`config.mk`:
```
export PLATFORM = sky130hd
export DESIGN_NAME = binary_grid_majority_smoother
export DESIGN_NICKNAME = d
export VERILOG_FILES = /design/src/design/bgms_pkg.sv /design/src/design/binary_grid_majority_smoother.sv /design/src/design/bgms_ram.sv
export SDC_FILE = /design/constraint.sdc
export NUM_CORES = 2
export LEC_CHECK = 0
export BUFFER_PORTS_ARGS = -buffer_cell sky130_fd_sc_hd__buf_2
export CORE_UTILIZATION = 50
export DETAILED_ROUTE_END_ITERATION = 16
export PLACE_DENSITY = 0.76
export SLEW_MARGIN = 20
export SYNTH_ARGS = -nofsm -noshare
export SYNTH_HDL_FRONTEND = slang
export SYNTH_SLANG_ARGS = --single-unit
```
`constraint.sdc`:
```
create_clock -name clk -period 24.5 [get_ports clk]
set_input_delay 2.45 -clock clk [delete_from_list [all_inputs] [get_ports clk]]
set_output_delay 2.45 -clock clk [all_outputs]
set_load 0.1 [all_outputs]
```
`src/design/bgms_pkg.sv`:
```
// Shared constants and types for the binary grid majority smoother.
// No dependencies; imported by the top level.
package bgms_pkg;

	localparam int MAP_ROWS    = 32;
	localparam int MAP_COLUMNS = 64;

	localparam int ROW_W   = 5;
	localparam int COL_W   = 6;
	localparam int COUNT_W = 4;
	localparam int THR_W   = 4;

	localparam logic [THR_W-1:0] WALL_THRESHOLD_RESET = THR_W'(5);

	localparam logic [ROW_W-1:0] ROW_LAST = ROW_W'(MAP_ROWS - 1);
	localparam logic [COL_W-1:0] COL_LAST = COL_W'(MAP_COLUMNS - 1);

	typedef logic [1:0] op_t;
	localparam op_t OP_WRITE  = 2'd0;
	localparam op_t OP_READ   = 2'd1;
	localparam op_t OP_SMOOTH = 2'd2;

	typedef logic [MAP_COLUMNS-1:0] row_word_t;

endpackage

```
`src/design/binary_grid_majority_smoother.sv`:
```
// Binary tile map with write, read and in-place 3x3 majority smoothing.
// Depends on bgms_pkg and bgms_ram.
//
// Usage: the map (32 rows x 64 columns, 1 = wall) lives in one RAM, one row
// word per entry, and reads as all empty after reset without any clearing
// pass (per-row valid bits). Every request reads rows r-1, r and r+1 through
// the RAM's single read port and then reaches write-back, where a write or an
// interior smooth writes row r back and the result is registered. A new
// request waits until then: the next request is taken in the write-back
// cycle; a read of the row being written is forwarded. A result waits in an
// output register; write-back stalls while it is full and m_tready is low.
// The user writes wall_threshold on the cfg channel while idle (not enforced).
module binary_grid_majority_smoother (
	input  logic        clk,
	input  logic        arst_n,
	input  logic        s_tvalid,
	output logic        s_tready,
	input  logic [15:0] s_tdata,   // [4:0] row_index, [10:5] column_index, [11] tile_in
	input  logic [1:0]  s_tuser,   // [1:0] operation
	output logic        m_tvalid,
	input  logic        m_tready,
	output logic [7:0]  m_tdata,   // [0] tile_out, [4:1] neighbour_walls
	output logic        m_tuser,   // [0] border_error
	input  logic        cfg_valid,
	output logic        cfg_ready,
	input  logic [3:0]  cfg_data   // wall_threshold
);

	import bgms_pkg::*;

	typedef enum logic [1:0] {
		ST_IDLE,
		ST_MID,
		ST_LOW,
		ST_CALC
	} state_t;

	state_t               state_q;
	logic [THR_W-1:0]     thr_q;
	logic [MAP_ROWS-1:0]  row_valid_q;
	logic                 out_valid_q;
	logic                 fwd_q;
	row_word_t            fwd_word_q;

	op_t                  op_q;
	logic [ROW_W-1:0]     row_q;
	logic [COL_W-1:0]     col_q;
	logic                 tin_q;
	row_word_t            above_q;
	row_word_t            mid_q;
	logic [ROW_W-1:0]     rd_addr_q;

	logic                 out_tile_q;
	logic [COUNT_W-1:0]   out_count_q;
	logic                 out_err_q;

	logic                 accept;
	logic                 out_free;
	logic                 finish;
	logic [ROW_W-1:0]     s_row;
	logic                 ram_re;
	logic [ROW_W-1:0]     ram_raddr;
	row_word_t            ram_rdata;
	row_word_t            rd_word;
	logic                 ram_we;

	logic                 in_map;
	logic                 border;
	logic                 cur_tile;
	logic [2:0]           win_above;
	logic [2:0]           win_mid;
	logic [2:0]           win_below;
	logic [COUNT_W-1:0]   count;
	logic                 res_tile;
	logic [COUNT_W-1:0]   res_count;
	logic                 res_err;
	logic                 res_write;
	row_word_t            new_word;
	row_word_t            shift_above;
	row_word_t            shift_mid;
	row_word_t            shift_below;

	assign s_row     = s_tdata[ROW_W-1:0];
	assign out_free  = !out_valid_q || m_tready;
	assign finish    = (state_q == ST_CALC) && out_free;
	assign s_tready  = (state_q == ST_IDLE) || finish;
	assign accept    = s_tvalid && s_tready;
	assign cfg_ready = 1'b1;

	// read sequencer: row above, own row, row below
	always_comb begin
		ram_re    = 1'b0;
		ram_raddr = s_row - 1'b1;
		case (state_q)
			ST_IDLE, ST_CALC: begin
				ram_re    = accept;
				ram_raddr = s_row - 1'b1;
			end
			ST_MID: begin
				ram_re    = 1'b1;
				ram_raddr = row_q;
			end
			ST_LOW: begin
				ram_re    = 1'b1;
				ram_raddr = row_q + 1'b1;
			end
			default: begin
				ram_re    = 1'b0;
				ram_raddr = s_row - 1'b1;
			end
		endcase
	end

	// never-written rows read as empty
	assign rd_word = fwd_q ? fwd_word_q :
		(row_valid_q[rd_addr_q] ? ram_rdata : '0);

	assign in_map   = (int'(row_q) < MAP_ROWS) && (int'(col_q) < MAP_COLUMNS);
	assign border   = !in_map || (row_q == '0) || (col_q == '0) ||
		(row_q == ROW_LAST) || (col_q == COL_LAST);
	assign cur_tile = in_map ? mid_q[col_q] : 1'b0;

	// window columns c-1..c+1; only used for interior cells
	assign shift_above = above_q >> (col_q - 1'b1);
	assign shift_mid   = mid_q >> (col_q - 1'b1);
	assign shift_below = rd_word >> (col_q - 1'b1);
	assign win_above   = shift_above[2:0];
	assign win_mid     = shift_mid[2:0];
	assign win_below   = shift_below[2:0];

	assign count = COUNT_W'(win_above[0]) + COUNT_W'(win_above[1]) + COUNT_W'(win_above[2])
		+ COUNT_W'(win_mid[0]) + COUNT_W'(win_mid[1]) + COUNT_W'(win_mid[2])
		+ COUNT_W'(win_below[0]) + COUNT_W'(win_below[1]) + COUNT_W'(win_below[2]);

	always_comb begin
		res_tile  = 1'b0;
		res_count = '0;
		res_err   = 1'b0;
		res_write = 1'b0;
		new_word  = mid_q;
		case (op_q)
			OP_WRITE: begin
				res_write       = in_map;
				res_tile        = in_map ? tin_q : 1'b0;
				new_word[col_q] = tin_q;
			end
			OP_READ: begin
				res_tile = cur_tile;
			end
			OP_SMOOTH: begin
				if (border) begin
					res_err  = 1'b1;
					res_tile = cur_tile;
				end else begin
					res_count       = count;
					res_tile        = (count >= thr_q);
					res_write       = 1'b1;
					new_word[col_q] = (count >= thr_q);
				end
			end
			default: begin
				res_tile = 1'b0;
			end
		endcase
	end

	assign ram_we = finish && res_write;

	bgms_ram #(
		.WIDTH (MAP_COLUMNS),
		.DEPTH (MAP_ROWS)
	) u_map_ram (
		.clk   (clk),
		.we    (ram_we),
		.waddr (row_q),
		.wdata (new_word),
		.re    (ram_re),
		.raddr (ram_raddr),
		.rdata (ram_rdata)
	);

	// control state
	always_ff @(posedge clk or negedge arst_n) begin
		if (!arst_n) begin
			state_q     <= ST_IDLE;
			thr_q       <= WALL_THRESHOLD_RESET;
			row_valid_q <= '0;
			out_valid_q <= 1'b0;
			fwd_q       <= 1'b0;
		end else begin
			if (cfg_valid && cfg_ready) begin
				thr_q <= cfg_data;
			end
			if (ram_we) begin
				row_valid_q[row_q] <= 1'b1;
			end
			fwd_q <= ram_we && accept && (ram_raddr == row_q);
			if (finish) begin
				out_valid_q <= 1'b1;
			end else if (m_tready) begin
				out_valid_q <= 1'b0;
			end
			case (state_q)
				ST_IDLE: begin
					if (accept) begin
						state_q <= ST_MID;
					end
				end
				ST_MID: begin
					state_q <= ST_LOW;
				end
				ST_LOW: begin
					state_q <= ST_CALC;
				end
				ST_CALC: begin
					if (finish) begin
						state_q <= accept ? ST_MID : ST_IDLE;
					end
				end
				default: begin
					state_q <= ST_IDLE;
				end
			endcase
		end
	end

	// payload
	always_ff @(posedge clk) begin
		if (accept) begin
			op_q  <= s_tuser;
			row_q <= s_row;
			col_q <= s_tdata[ROW_W+COL_W-1:ROW_W];
			tin_q <= s_tdata[ROW_W+COL_W];
		end
		if (ram_re) begin
			rd_addr_q <= ram_raddr;
		end
		fwd_word_q <= new_word;
		if (state_q == ST_MID) begin
			above_q <= rd_word;
		end
		if (state_q == ST_LOW) begin
			mid_q <= rd_word;
		end
		if (finish) begin
			out_tile_q  <= res_tile;
			out_count_q <= res_count;
			out_err_q   <= res_err;
		end
	end

	assign m_tvalid = out_valid_q;
	assign m_tdata  = {3'b000, out_count_q, out_tile_q};
	assign m_tuser  = out_err_q;

	a_write_in_calc: assert property (@(posedge clk) disable iff (!arst_n)
		ram_we |-> (state_q == ST_CALC))
		else $error("map write outside write-back");

	a_accept_starts_read: assert property (@(posedge clk) disable iff (!arst_n)
		accept |=> (state_q == ST_MID))
		else $error("accepted request did not start row reads");

	a_finish_loads_out: assert property (@(posedge clk) disable iff (!arst_n)
		finish |=> m_tvalid)
		else $error("finished request produced no result");

	a_fwd_only_mid: assert property (@(posedge clk) disable iff (!arst_n)
		fwd_q |-> (state_q == ST_MID))
		else $error("forwarded word outside first read");

	a_error_no_count: assert property (@(posedge clk) disable iff (!arst_n)
		(m_tvalid && m_tuser) |-> (m_tdata[4:1] == '0))
		else $error("refused smooth reported a wall count");

endmodule

```
`src/design/bgms_ram.sv`:
```
// Generic single-port-write, single-port-read RAM with registered read data.
// No dependencies.
module bgms_ram #(
	parameter int WIDTH = 64,
	parameter int DEPTH = 32
) (
	input  logic                     clk,
	input  logic                     we,
	input  logic [$clog2(DEPTH)-1:0] waddr,
	input  logic [WIDTH-1:0]         wdata,
	input  logic                     re,
	input  logic [$clog2(DEPTH)-1:0] raddr,
	output logic [WIDTH-1:0]         rdata
);

	logic [WIDTH-1:0] mem [DEPTH];

	// read returns the old word on a same-address write
	always_ff @(posedge clk) begin
		if (we) begin
			mem[waddr] <= wdata;
		end
		if (re) begin
			rdata <= mem[raddr];
		end
	end

endmodule
```
==> impl_metrics.tcl <==
set metrics [dict create \
    outcome "finished clean" \
    viasPerCell 6.580 \
    crit_fanout 109 \
    global_route_wire_length_before_repair_um 347800 \
    core_area_um2 190400 \
    max_slew_margin 0.2071 \
    layout_commonest_cell "sky130_fd_sc_hd__edfxtp_1" \
    critical_path_required_ns 25.04 \
    cts-resized-gates 0 \
    cap_violations 0 \
    final-instance-count-excl-fill 7570 \
    most-common-layout-cells "sky130_fd_sc_hd__edfxtp_1, sky130_fd_sc_hd__mux4_2, sky130_fd_sc_hd__clkbuf_16" \
    setup.worst_path.start_class "flip-flop" \
    design.portCount 39 \
    grt_usage 0.2501 \
    yosys_synthesis_warning_count 0 \
    register_area_um2 70300 \
    timing_hold_violations_final 0 \
    multi_input_comb_area_um2 25200 \
    timing.reg2reg.worst_path_depth 26 \
    detailroute.via_count 49814 \
    finClkSkew_ns 0.04373 \
    cp-startpoint "col_q[0]$_DFFE_PP_" \
    period_share 0.4230 \
    wl_per_cell_um 31.86 \
    detailedRoute.firstIterationViolations 6842 \
    core.rowCount 160 \
    dpl_worst_slack_ns 14.26 \
    slew_violations 0 \
    cts_num_sinks 2369 \
    setup.worst_path.end_class "flip-flop" \
    dominantRegCellSynth "sky130_fd_sc_hd__edfxtp_1" \
    final_nets 4920 \
    ys_seq_area_frac 0.7333 \
    criticalPathCategory "flip-flop to flip-flop" \
    fillCellCount 13535 \
    arrival_ns 10.90 \
    tritoncts "yes" \
    syn_area_per_cell_um2 20.07 \
    max_freq_mhz 96.50 \
    number_of_flops_mapped_to_enable_cells_by_yosys 2265 \
    cts_setup_buffers 0 \
    netlist_top_cells_area "sky130_fd_sc_hd__edfxtp_1, sky130_fd_sc_hd__mux4_2, sky130_fd_sc_hd__mux2_2" \
    peakVddDrop_uv 287.0 \
    cts_max_path_buffers 3 \
    fin_tns_setup_ns 0 \
    initial_core_util 0.5036 \
    cellLeakagePower_nw 34.27 \
    power-per-cell-area_nw_per_um2 151.6 \
    cts_htree_levels 4 \
    postLayoutSetupSlackWorst_ns 14.14 \
    share_of_final_layout_standard_cells_stronger_than_drive_strength_1 0.2881 \
    die_w_um 439.9 \
    drc_errors 0 \
    grt_max_degree 127 \
    hp-class "flip-flop to flip-flop" \
    place_congestion 1.039 \
    startpoint_of_the_worst_register_to_register_path "col_q[0]$_DFFE_PP_" \
    worstMarginPinSlew_ns 1.189 \
    drt-total-wl_um 241200 \
    holdBufCountCts 0 \
    postSynthRegisterBits 2369 \
    grt_pass1_vias 49373 \
    syn-cell-area_um2 95870 \
    die_height_um 439.9 \
    initial_antenna_violation_count 2 \
    crit-reg2reg-capture "u_map_ram.mem[29][27]$_DFFE_PP_" \
    rrSetupSlack_ns 14.14 \
    place.port_buffers 30 \
    area_delta_synth_final_pct 12.17 \
    critPathCapture "u_map_ram.mem[29][27]$_DFFE_PP_" \
    yosysTopAreaCell "sky130_fd_sc_hd__edfxtp_1" \
    clkSlewWorstSetupHoldPaths_ns 0.06 \
    cts_buffers 217 \
    grt_setup_unrepaired "false" \
    worst_skew_pair.late_latency_ns 0.89 \
    report.final.setup_viol 0 \
    final_period_minus_worst_setup_slack_ns 10.36 \
    placed_cell_area_um2 99870 \
    postSynth.asyncResetShare 0.01688 \
    ant_nets 0 \
    synth_cell_types 81 \
    die_area_um2 193500 \
    synth_top_area_share 0.7094 \
    hpwlAfterDp_um 130000 \
    placedCellCount 7160 \
    final_cell_area_um2 107500 \
    root_buffer "sky130_fd_sc_hd__clkbuf_16" \
    drt-pass1-iter-count 6 \
    synthesis.instances 4776 \
    overflow 0 \
]
stage by stage:
step / hold slack, ns / utilization / power (W)
after global routing: 0.4706 / 0.5648 / 0.01695
final: 0.4595 / 0.5649 / 0.01630
after CTS: 0.4631 / 0.5631 / 0.01629
after floorplan: 0.4308 / - / 0.01075
after global placement: 0.4441 / 0.5242 / 0.01268
after detailed placement: 0.4487 / 0.5246 / 0.01280
flip-flops by register name, indices dropped and copies added (netlist names), 2 cells and up:
signal,cells
fwd_word_q,64
u_map_ram.mem,2048
row_q,5
out_count_q,4
state_q,2
thr_q,4
rd_addr_q,5
above_q,64
op_q,2
col_q,6
row_valid_q,32
u_map_ram.rdata,64
mid_q,64
kinds of logic (layout without fill, tap and decap cells):
group | after synthesis | count (layout) | synth area share
xor gates and xnor gates | 16 | 16 | 0.001462
muxes | 951 | 951 | 0.1853
other | 2 | 5 | 0.00007833
buffers and inverters | 353 | 633 | 0.01441
DFF | 2369 | 2369 | 0.7333
and+or+nand+nor | 474 | 474 | 0.02242
adders and majority gates | 24 | 24 | 0.003524
AOI/OAI and AO/OA | 587 | 587 | 0.03958
report_power, final:
part	total [W]	switching [W]	internal, W
logic	0.00717	0.00409	0.00308
clock network	0.00346	0.00152	0.00194
registers	0.00567	0.000258	0.00541
total	0.0163	0.00587	0.0104
cell usage after synthesis, types with 5 or more instances:
cell type / instances
sky130_fd_sc_hd__mux2i_1: 160
sky130_fd_sc_hd__ha_1: 19
sky130_fd_sc_hd__nand2b_1: 6
sky130_fd_sc_hd__and2_1: 17
sky130_fd_sc_hd__a41oi_1: 14
sky130_fd_sc_hd__a31oi_1: 9
sky130_fd_sc_hd__a311oi_1: 5
sky130_fd_sc_hd__a32oi_1: 6
sky130_fd_sc_hd__nand2_1: 184
sky130_fd_sc_hd__mux2_2: 147
sky130_fd_sc_hd__o221ai_1: 8
sky130_fd_sc_hd__a22o_1: 33
sky130_fd_sc_hd__nor3_1: 17
sky130_fd_sc_hd__a32o_1: 5
sky130_fd_sc_hd__o22ai_1: 12
sky130_fd_sc_hd__xor2_1: 5
sky130_fd_sc_hd__mux4_2: 644
sky130_fd_sc_hd__buf_2: 12
sky130_fd_sc_hd__fa_1: 5
sky130_fd_sc_hd__inv_1: 51
sky130_fd_sc_hd__dfrtp_1: 38
sky130_fd_sc_hd__a21oi_1: 100
sky130_fd_sc_hd__or2_2: 34
sky130_fd_sc_hd__edfxtp_1: 2265
sky130_fd_sc_hd__a211oi_1: 11
sky130_fd_sc_hd__a221o_1: 12
sky130_fd_sc_hd__buf_4: 7
sky130_fd_sc_hd__nor2b_1: 12
sky130_fd_sc_hd__nor2_1: 133
sky130_fd_sc_hd__or3_1: 9
sky130_fd_sc_hd__buf_1: 80
sky130_fd_sc_hd__and3_1: 10
sky130_fd_sc_hd__clkbuf_1: 199
sky130_fd_sc_hd__nand4_1: 15
sky130_fd_sc_hd__o211ai_1: 70
sky130_fd_sc_hd__a22oi_1: 8
sky130_fd_sc_hd__nor3b_1: 5
sky130_fd_sc_hd__dfxtp_1: 64
sky130_fd_sc_hd__xnor2_1: 11
sky130_fd_sc_hd__nand3_1: 22
sky130_fd_sc_hd__o21ai_0: 219
sky130_fd_sc_hd__a221oi_1: 18
layer usage:
layer / up-vias / global-route usage / share of wire
met2: 3063 / 0.3929 / 0.48
met4: 4 / 0.08804 / 0.037
met5: - / 0 / 0.00041
met1: 26202 / 0.3446 / 0.38
li1: 20046 / - / -
met3: 499 / 0.05891 / 0.11
worst max-delay path, stage by stage (launching register included):
cell and delay, ns:
sky130_fd_sc_hd__edfxtp_1 0.38, sky130_fd_sc_hd__buf_12 0.51, sky130_fd_sc_hd__clkinv_1 0.29, sky130_fd_sc_hd__ha_4 0.57
sky130_fd_sc_hd__buf_4 0.79, sky130_fd_sc_hd__mux4_2 0.42, sky130_fd_sc_hd__mux4_2 0.54, sky130_fd_sc_hd__mux2_2 0.29
sky130_fd_sc_hd__o21ai_0 0.49, sky130_fd_sc_hd__fa_1 0.52, sky130_fd_sc_hd__fa_1 0.52, sky130_fd_sc_hd__fa_1 0.41
sky130_fd_sc_hd__inv_1 0.08, sky130_fd_sc_hd__fa_1 0.33, sky130_fd_sc_hd__inv_1 0.11, sky130_fd_sc_hd__fa_1 0.57
sky130_fd_sc_hd__inv_1 0.05, sky130_fd_sc_hd__ha_1 0.26, sky130_fd_sc_hd__a21o_1 0.11, sky130_fd_sc_hd__a21o_1 0.10
sky130_fd_sc_hd__a21oi_1 0.06, sky130_fd_sc_hd__nor3_1 0.14, sky130_fd_sc_hd__a21oi_1 0.12, sky130_fd_sc_hd__nor2_1 0.12
sky130_fd_sc_hd__buf_4 0.23, sky130_fd_sc_hd__nand3_1 0.79, sky130_fd_sc_hd__o21ai_4 1.06
worst min-delay path by stage:
stage / cells past startpoint / slack, ns / endpoint / startpoint
final: 1 / 0.46 / row_valid_q[0]$_DFFE_PN0P_ / row_valid_q[0]$_DFFE_PN0P_
after global routing: 1 / 0.47 / row_valid_q[30]$_DFFE_PN0P_ / row_valid_q[30]$_DFFE_PN0P_
after CTS: 1 / 0.46 / row_valid_q[0]$_DFFE_PN0P_ / row_valid_q[0]$_DFFE_PN0P_
after detailed placement: 1 / 0.45 / row_valid_q[24]$_DFFE_PN0P_ / row_valid_q[24]$_DFFE_PN0P_
after global placement: 1 / 0.44 / row_valid_q[0]$_DFFE_PN0P_ / row_valid_q[0]$_DFFE_PN0P_
after floorplan: 1 / 0.43 / row_valid_q[0]$_DFFE_PN0P_ / row_valid_q[0]$_DFFE_PN0P_
final cells by class:
| type | instances | share of cell area |
|---|---|---|
| clock buffer | 261 | 0.05317 |
| clock inverter | 147 | 0.01513 |
| timing repair buffer | 172 | 0.01254 |
| inverter | 53 | 0.001850 |
| multi-input combinational | 2056 | 0.2343 |
| tap | 2511 | 0.02922 |
| sequential | 2369 | 0.6538 |
| antenna | 1 | 0.00002327 |
Power figures use the tool's default switching activity.
